`src/design/trfc_pkg.sv`:
```
package trfc_pkg;

  localparam int unsigned FrameBytes = 29;
  localparam int unsigned BodyBytes  = FrameBytes - 2;
  localparam int unsigned StoreBits  = BodyBytes * 8;
  localparam int unsigned CountBits  = 5;

  localparam logic [15:0] CrcInit = 16'hFFFF;
  localparam logic [15:0] CrcPoly = 16'hA001;

  localparam logic [CountBits-1:0] CrcLowIdx = CountBits'(BodyBytes);
  localparam logic [CountBits-1:0] DoneIdx   = CountBits'(FrameBytes);

  typedef struct packed {
    logic [7:0]  device_id;
    logic [7:0]  command;
    logic [7:0]  length_byte;
    logic [15:0] data_kind;
    logic [15:0] tag_kind;
    logic [15:0] block_address;
    logic [15:0] payload_length;
    logic [63:0] ident_upper;
    logic [63:0] ident_lower;
  } result_t;

  function automatic logic [15:0] crc_byte(logic [15:0] crc, logic [7:0] b);
    logic [15:0] c;
    c = crc ^ {8'h00, b};
    for (int k = 0; k < 8; k++) begin
      c = c[0] ? ((c >> 1) ^ CrcPoly) : (c >> 1);
    end
    return c;
  endfunction

endpackage

```
`src/design/trfc_collector.sv`:
```
module trfc_collector (
  input  logic               clk_i,
  input  logic               rst_ni,
  input  logic               accept_i,
  input  logic [7:0]         rx_byte_i,
  input  logic               frame_start_i,
  output logic               res_valid_o,
  output trfc_pkg::result_t  res_o
);
  import trfc_pkg::*;

  logic [CountBits-1:0] count_q, count_d, count_eff;
  logic                 active_q, active_d, active_eff;
  logic [15:0]          crc_q, crc_d, crc_eff;
  logic [7:0]           crc_low_q, crc_low_d;
  logic [StoreBits-1:0] store_q, store_d;

  always_comb begin
    active_eff  = frame_start_i | active_q;
    count_eff   = frame_start_i ? '0 : count_q;
    crc_eff     = frame_start_i ? CrcInit : crc_q;
    count_d     = count_q;
    active_d    = active_q;
    crc_d       = crc_q;
    crc_low_d   = crc_low_q;
    store_d     = store_q;
    res_valid_o = 1'b0;
    if (accept_i && active_eff) begin
      active_d = 1'b1;
      count_d  = count_eff;
      crc_d    = crc_eff;
      if (count_eff < CrcLowIdx) begin
        store_d = {store_q[StoreBits-9:0], rx_byte_i};
        crc_d   = crc_byte(crc_eff, rx_byte_i);
        count_d = count_eff + 1'b1;
      end else if (count_eff == CrcLowIdx) begin
        crc_low_d = rx_byte_i;
        count_d   = count_eff + 1'b1;
      end else begin
        active_d    = 1'b0;
        count_d     = DoneIdx;
        res_valid_o = ({rx_byte_i, crc_low_q} == crc_eff);
      end
    end
  end

  // The oldest byte of the frame sits at the top of the store.
  assign res_o = result_t'(store_q);

  always_ff @(posedge clk_i or negedge rst_ni) begin
    if (!rst_ni) begin
      count_q   <= '0;
      active_q  <= 1'b0;
      crc_q     <= CrcInit;
      crc_low_q <= '0;
    end else begin
      count_q   <= count_d;
      active_q  <= active_d;
      crc_q     <= crc_d;
      crc_low_q <= crc_low_d;
    end
  end

  always_ff @(posedge clk_i) begin
    store_q <= store_d;
  end

endmodule

```
`src/design/trfc_out_buf.sv`:
```
module trfc_out_buf (
  input  logic               clk_i,
  input  logic               rst_ni,
  input  logic               res_valid_i,
  input  trfc_pkg::result_t  res_i,
  output logic               full_o,
  output logic               out_valid_o,
  input  logic               out_stall_i,
  output trfc_pkg::result_t  out_o
);
  import trfc_pkg::*;

  logic    out_valid_q, out_valid_d;
  logic    skid_valid_q, skid_valid_d;
  result_t out_q, out_d;
  result_t skid_q, skid_d;
  logic    out_free;

  always_comb begin
    out_free     = !out_valid_q || !out_stall_i;
    out_valid_d  = out_valid_q && out_stall_i;
    skid_valid_d = skid_valid_q;
    out_d        = out_q;
    skid_d       = skid_q;
    if (skid_valid_q) begin
      if (out_free) begin
        out_d        = skid_q;
        out_valid_d  = 1'b1;
        skid_valid_d = 1'b0;
      end
    end else if (res_valid_i) begin
      if (out_free) begin
        out_d       = res_i;
        out_valid_d = 1'b1;
      end else begin
        skid_d       = res_i;
        skid_valid_d = 1'b1;
      end
    end
  end

  assign full_o      = skid_valid_q;
  assign out_valid_o = out_valid_q;
  assign out_o       = out_q;

  always_ff @(posedge clk_i or negedge rst_ni) begin
    if (!rst_ni) begin
      out_valid_q  <= 1'b0;
      skid_valid_q <= 1'b0;
    end else begin
      out_valid_q  <= out_valid_d;
      skid_valid_q <= skid_valid_d;
    end
  end

  always_ff @(posedge clk_i) begin
    out_q  <= out_d;
    skid_q <= skid_d;
  end

endmodule

```
`src/design/tag_reader_frame_checker_top.sv`:
```
// Checks fixed 29-byte tag reader frames, one received byte per request; a byte with
// frame_start high opens a frame and restarts any frame in progress. The Modbus CRC-16 over
// the first 27 bytes is updated a whole byte at a time in the collector, so the rate is one
// request and one byte per cycle unless in_stall_o is high. When the 29th byte arrives and
// the CRC matches, the decoded fields are registered in the output entry, or the skid entry
// if it is held; bad or cut-short frames give nothing. A two-entry output buffer lets bytes
// keep flowing while a result waits; the input stalls only when both entries are held.
module tag_reader_frame_checker_top (
  input  logic        clk_i,
  input  logic        rst_ni,
  input  logic        in_valid_i,
  output logic        in_stall_o,
  input  logic [7:0]  rx_byte_i,
  input  logic        frame_start_i,
  output logic        out_valid_o,
  input  logic        out_stall_i,
  output logic [7:0]  device_id_o,
  output logic [7:0]  command_o,
  output logic [7:0]  length_byte_o,
  output logic [15:0] data_kind_o,
  output logic [15:0] tag_kind_o,
  output logic [15:0] block_address_o,
  output logic [15:0] payload_length_o,
  output logic [63:0] ident_upper_o,
  output logic [63:0] ident_lower_o
);
  import trfc_pkg::*;

  logic    accept;
  logic    res_valid;
  logic    full;
  result_t res;
  result_t out;

  assign in_stall_o = full;
  assign accept     = in_valid_i && !full;

  trfc_collector u_collector (
    .clk_i         (clk_i),
    .rst_ni        (rst_ni),
    .accept_i      (accept),
    .rx_byte_i     (rx_byte_i),
    .frame_start_i (frame_start_i),
    .res_valid_o   (res_valid),
    .res_o         (res)
  );

  trfc_out_buf u_out_buf (
    .clk_i       (clk_i),
    .rst_ni      (rst_ni),
    .res_valid_i (res_valid),
    .res_i       (res),
    .full_o      (full),
    .out_valid_o (out_valid_o),
    .out_stall_i (out_stall_i),
    .out_o       (out)
  );

  assign device_id_o      = out.device_id;
  assign command_o        = out.command;
  assign length_byte_o    = out.length_byte;
  assign data_kind_o      = out.data_kind;
  assign tag_kind_o       = out.tag_kind;
  assign block_address_o  = out.block_address;
  assign payload_length_o = out.payload_length;
  assign ident_upper_o    = out.ident_upper;
  assign ident_lower_o    = out.ident_lower;

endmodule

```
`config.mk`:
```
export PLATFORM = sky130hd
export DESIGN_NAME = tag_reader_frame_checker_top
export DESIGN_NICKNAME = d
export VERILOG_FILES = /design/src/design/trfc_pkg.sv /design/src/design/trfc_collector.sv /design/src/design/trfc_out_buf.sv /design/src/design/tag_reader_frame_checker_top.sv
export SDC_FILE = /design/constraint.sdc
export NUM_CORES = 1
export LEC_CHECK = 0
export ABC_AREA = 1
export BUFFER_PORTS_ARGS = -buffer_cell sky130_fd_sc_hd__buf_2
export CORE_MARGIN = 5
export CORE_UTILIZATION = 47
export CTS_BUF_LIST = sky130_fd_sc_hd__clkbuf_8 sky130_fd_sc_hd__clkbuf_16
export CTS_CLUSTER_SIZE = 12
export DETAILED_ROUTE_END_ITERATION = 10
export PLACE_DENSITY = 0.67
export REMOVE_ABC_BUFFERS = 1
export SYNTH_ARGS = -nofsm -noshare
export SYNTH_HDL_FRONTEND = slang
export SYNTH_HIERARCHICAL = 1
export SYNTH_SLANG_ARGS = --single-unit
```
`constraint.sdc`:
```
create_clock -name clk_i -period 21.6 [get_ports clk_i]
set_input_delay 2.16 -clock clk_i [delete_from_list [all_inputs] [get_ports clk_i]]
set_output_delay 2.16 -clock clk_i [all_outputs]
set_load 0.005 [all_outputs]
```
Word-level counts from Yosys, hierarchy flattened

Cells that the tools add are included.

Bits in registers: 680
Input bits: 13
Output and inout bits: 218
Logic and storage cells: 82

$add $sub $neg: 1
$lt $le $gt $ge: 1
Equal/unequal tests: 2
Mux-type cells: 28
Bitwise logic cells: 13
Reductions and logical operators: 12

Operators by type and width:

| operator              | number |
|---|---|
| $mux W216             | 4 |
| $mux W16              | 10 |
| $not A2 Y3            | 8 |
| $eq A16 B16 Y1        | 1 |
| $xor A16 B8 Y16       | 1 |
| $mux W5               | 3 |
| $mux W1               | 11 |
| $reduce_and A3 Y1     | 2 |
| $add A5 B1 Y5 const B | 1 |
| $eq A5 B5 Y1 const B  | 1 |
| $lt A5 B5 Y1 const B  | 1 |
| $reduce_and A2 Y1     | 2 |
| $logic_and A1 B1 Y1   | 3 |
| $logic_not A1 Y1      | 3 |
| $not A1 Y1            | 3 |
| $reduce_bool A2 Y1    | 1 |
| $logic_or A1 B1 Y1    | 1 |
| $or A1 B1 Y1          | 1 |

Longest topological paths before layout

Depth in word-level cells: 19
Depth in mapped cells: 16
Depth with buffers taken out: 15

Cells and area by module

Netlist, hierarchy kept.

Modules (own cells, without submodules):

| module                       | times used | cells an instance | area an instance (um2) | sequential area each (um2) |
|---|---|---|---|---|
| trfc_out_buf                 | 1          | 1138              | 15741.3                | 13022.5 |
| trfc_collector               | 1          | 497               | 8516.9                 | 7257.0 |
| tag_reader_frame_checker_top | 1          | 2                 | 10.0                   | 0.0 |

Least setup slack after synthesis

OpenSTA, ideal clock, no wires.

Kind: input to register
Start point: input frame_start_i
End point: register u_out_buf/skid_q[0] in the netlist's numbering (enable)
Library setup time: 798 ps
Data arrival time: 12381 ps
Data required time: 20802 ps
Setup slack: 8421 ps
Stages: 11
Path buffers: 2
Cells stage by stage: buf_2 buf_2 nor2_1 ha_1 o21ai_0 nand2_1 nor4_1 nand2_1 nor2_1 nand2_1 nor2_1

Word-level cells in the longest chain between the ends: 6
Elaborated cells on any way between the ends: 11
Those cells by class: order compare (1); eq/ne (2); mux (5); bitwise (1); reduce/logical (2)

RTL lines:

| item                                           | line                                       | text |
|---|---|---|
| start, declared                                | tag_reader_frame_checker_top.sv:14         | `input logic frame_start_i,` |
| $mux W16 or $mux W5 (tied branches)            | trfc_collector.sv:21, trfc_collector.sv:20 |  |
| $eq A16 B16 Y1 or $eq A5 B5 Y1 (tied branches) | trfc_collector.sv:42, trfc_collector.sv:36 |  |
| $mux W1                                        | trfc_collector.sv:36                       | `end else if (count_eff == CrcLowIdx) begin` |
| $mux W1                                        | trfc_collector.sv:32                       | `if (count_eff < CrcLowIdx) begin` |
| $mux W1 *                                      | trfc_collector.sv:28                       | `if (accept_i && active_eff) begin` |
| named net res_valid                            | tag_reader_frame_checker_top.sv:30         | `logic res_valid;` |
| $reduce_and A3 Y1 (no source line) *           | n/a                                        |  |
| end signal, assigned                           | trfc_out_buf.sv:58                         | `skid_q <= skid_d;` |
| end, declared                                  | trfc_out_buf.sv:16                         | `result_t skid_q, skid_d;` |

The timed path passes the listed nets; every way through them passes the cells marked *.
A chain may end at the register's enable or synchronous reset.

Worst setup path in the final report

Start point: input frame_start_i
End point: register u_out_buf.out_q, in the netlist u_out_buf/out_o[44] (enable)

Word-level cells in the longest chain between the ends: 7
Elaborated cells on any way between the ends: 12
Those cells by class: order compare (1); eq/ne (2); mux (5); bitwise (1); reduce/logical (3)

RTL lines:

| item                                           | line                                       | text |
|---|---|---|
| $mux W16 or $mux W5 (tied branches)            | trfc_collector.sv:21, trfc_collector.sv:20 |  |
| $eq A16 B16 Y1 or $eq A5 B5 Y1 (tied branches) | trfc_collector.sv:42, trfc_collector.sv:36 |  |
| $mux W1                                        | trfc_collector.sv:36                       |  |
| $mux W1                                        | trfc_collector.sv:32                       |  |
| $mux W1 *                                      | trfc_collector.sv:28                       |  |
| named net res_valid                            | tag_reader_frame_checker_top.sv:30         |  |
| $reduce_bool A2 Y1 (no source line) *          | n/a                                        |  |
| $reduce_and A2 Y1 (no source line) *           | n/a                                        |  |
| end signal, assigned                           | trfc_out_buf.sv:57                         | `out_q <= out_d;` |
| end, declared                                  | trfc_out_buf.sv:15                         | `result_t out_q, out_d;` |

Marked as above.

==> results.yml <==
outcome:
  status: "finished clean"
clocking:
  numCtsBuffers: 71
  clkSinkCount: 680
  cts_hold_buf: 0
  cts.repair.resized: 0
  cts_buffer_depth: 3
  cts_tree: "yes"
  htree_num_levels: 3
  root_buffer: "clkbuf_16"
  postCtsSetupBuffers: 0
  clk_pin_slew_ps: 50
  clkLatencyLatePin_ps: 590
sta:
  relSlewSlack_pct: 25.76
  tns_ps: 0
  fmax_mhz: 160.0
  hold_violations: 0
  min_period_over_period_pct: 28.94
  period_needed_ps: 6251
  skew_ps: 18.11
  worst_pin_slew_ps: 1114
  drv_slew: 0
  grt_setup_unrepaired: "false"
  hold_slack_ps: 453.1
  setup_viol: 0
placed_design:
  gp_congestion: 0.8249
  placed_area_sq_um: 26100
  portBuffers: 230
  place_hpwl_mm: 27.77
final_layout:
  fin_util_pct: 55.07
  antenna_cells: 0
  drive_above_1_share_pct: 18.96
  fin_area_sq_um: 28190
  fin_nets: 1911
  syn_to_final_growth_pct: 16.18
route:
  wl_per_cell_microns: 17.71
  dr_wl_met2_mm: 21.47
  met3_length_mm: 2.900
  dr.max_layer_used: "met4"
  drt_iter0_drc: 1076
  drtPass1Iterations: 5
  drc: 0
  drt-met1-wl_mm: 21.14
  antenna_left: 0
  wirelength_mm: 46.33
  viasPerCell: 4.909
  num_vias: 12840
setup_path:
  crit_path_max_incr_delay_ps: 800
  end_kind: "flop"
  critPathArrivalTime_ps: 6460
  crit_type: "in2reg"
  startpoint_type: "input port"
  worstPathRequired_ps: 21810
  critPathMaxFanout: 72
  cp_cell_sequence: "buf_2 -> inv_2 -> nand2_1 -> nor2_1 -> o21ai_4 -> inv_2 -> nand2_1 -> nor4_1 -> nand2_1 -> nor2_1 -> nor2_1 -> nor2_4 -> buf_4 -> buf_4"
  crit_slowest_cell: "buf_4"
  cp_top_family: "buffers and inverters"
  crit_buf_inv: 5
synth:
  synth_top_area_share_pct: 80.18
  synth_seq_area_share_pct: 83.56
  ys.flop_type: "edfxtp_1"
  yosys_warnings: 6
  netlist_area_sq_um: 24270
  synth_area_per_cell_sq_um: 14.82
  synth_cell_types: 35
  synth_area_leaders: "edfxtp_1 (80%), nand2_1 (11%), dfstp_2 (1.7%)"
  yosys.area.top_type: "edfxtp_1"
  synth-edff-count: 648
  synthTopCellsByCount: "nand2_1 (729), edfxtp_1 (648), nor2_1 (35), buf_2 (30), o21ai_0 (30)"
  synthCells: 1637
  ys_seq_elements: 680
  synth-async-reset-ratio_pct: 4.706
  yosysMostFrequentCell: "nand2_1"
die:
  num_rows: 83
  die_area_sq_um: 56280
  core_sq_um: 51200
  die_h_microns: 237.2
  ioPinCount: 231
  die_width_microns: 237.2
  initial_core_util_pct: 47.40
power_and_ir_drop:
  ir_drop_mv: 0.04865
  power.leakage_nw: 10.85
  powerDensity_nw_per_um2: 97.41
  power_w: 0.002747
global_route:
  grt_usage_pct: 16.02
  grt_max_degree: 133
  antenna_found_initial: 0
  overflow: 0
  grt_pass1_wl_mm: 71.64
  grt_pass1_vias: 12330
flow_run:
  cap_violations: 0
worst_hold_path:
  hold_path.class: "reg2reg"
-- layer usage --
layer / global-route usage [%] / vias up
li1: - / 6176
met1: 23.71 / 6225
met2: 24.20 / 372
met3: 3.399 / 70
met4: 5.020 / 0
met5: 0 / -
-- registers in the layout, summed over array words and instances, names as in the netlist --
name                   cells
u_out_buf/out_valid_o      1
u_collector/crc_low_q      8
u_out_buf/full_o           1
u_collector/count_q        5
u_out_buf/skid_q         216
u_collector/res_o        216
u_out_buf/out_o          216
u_collector/active_q       1
u_collector/crc_q         16
-- stage by stage --
stage               setup WS (ps)  std cells
finish                      15350       2616
global route                14950       2616
CTS                         15320       2616
detailed placement          14700       2504
global placement            14770       2504
floorplan                    6885       1581
-- power by group --
group	internal [W]	switching, W
Combinational	0.0000318	0.0000732
Sequential	0.00151	0.0000326
Clock	0.000641	0.000459
-- cells in the final DEF, fill, tap and decap left out, drive strengths merged, types with 2 or more instances in the layout --
master  count
a21oi       8
a221oi      4
a22oi       2
a31oi       6
buf       243
bufinv      2
clkbuf     75
clkinv     14
dfrtp      16
dfstp      16
edfxtp    648
inv        54
nand2     730
nand3      14
nor2       44
o21ai      32
o22a        3
o22ai       4
xnor2       2
xor2       11
-- kinds of logic (layout without fill, tap and decap cells) --
logic type | count (synthesis) | count (layout) | share of synthesized area, %
and+or+nand+nor | 790 | 790 | 12.50
DFF | 680 | 680 | 83.56
buffers and inverters | 89 | 388 | 1.748
AOI/OAI and AO/OA | 63 | 63 | 1.593
xor gates and xnor gates | 13 | 13 | 0.5001
adders and majority gates | 1 | 1 | 0.05155
muxes | 1 | 1 | 0.04640
-- final timing paths --
check	cells after the start	slack (ps)	to	startpoint
min in group asynchronous	1	1640	u_collector/crc_low_q[5]	rst_ni
setup reg to reg	14	16980	u_out_buf/out_o[44]	u_collector/count_q[0]
max in group asynchronous	1	19420	u_out_buf/full_o	rst_ni
setup / recovery	14	15350	u_out_buf/out_o[44]	frame_start_i
hold / removal	0	450	u_out_buf/skid_q[215]	u_collector/res_o[215]
hold reg to reg	0	450	u_out_buf/skid_q[215]	u_collector/res_o[215]
-- final cells by class --
type	count	area [sq um]
fill	4102	23000
sequential	680	20280
multi-input combinational	868	3587
clock buffer	75	1866
timing repair buffer	243	1249
tap	680	850.8
clock inverter	37	227.7
inverter	33	131.4
-- worst register-to-register path, delay by kind of cell (launching register included) --
kind,cells,cell delay (ps)
buffers and inverters,5,2150
flip-flops,1,370
AO/OA/AOI/OAI,1,180
AND/OR/NAND/NOR,8,1440
Note: power is estimated with default switching activity, not from simulation.
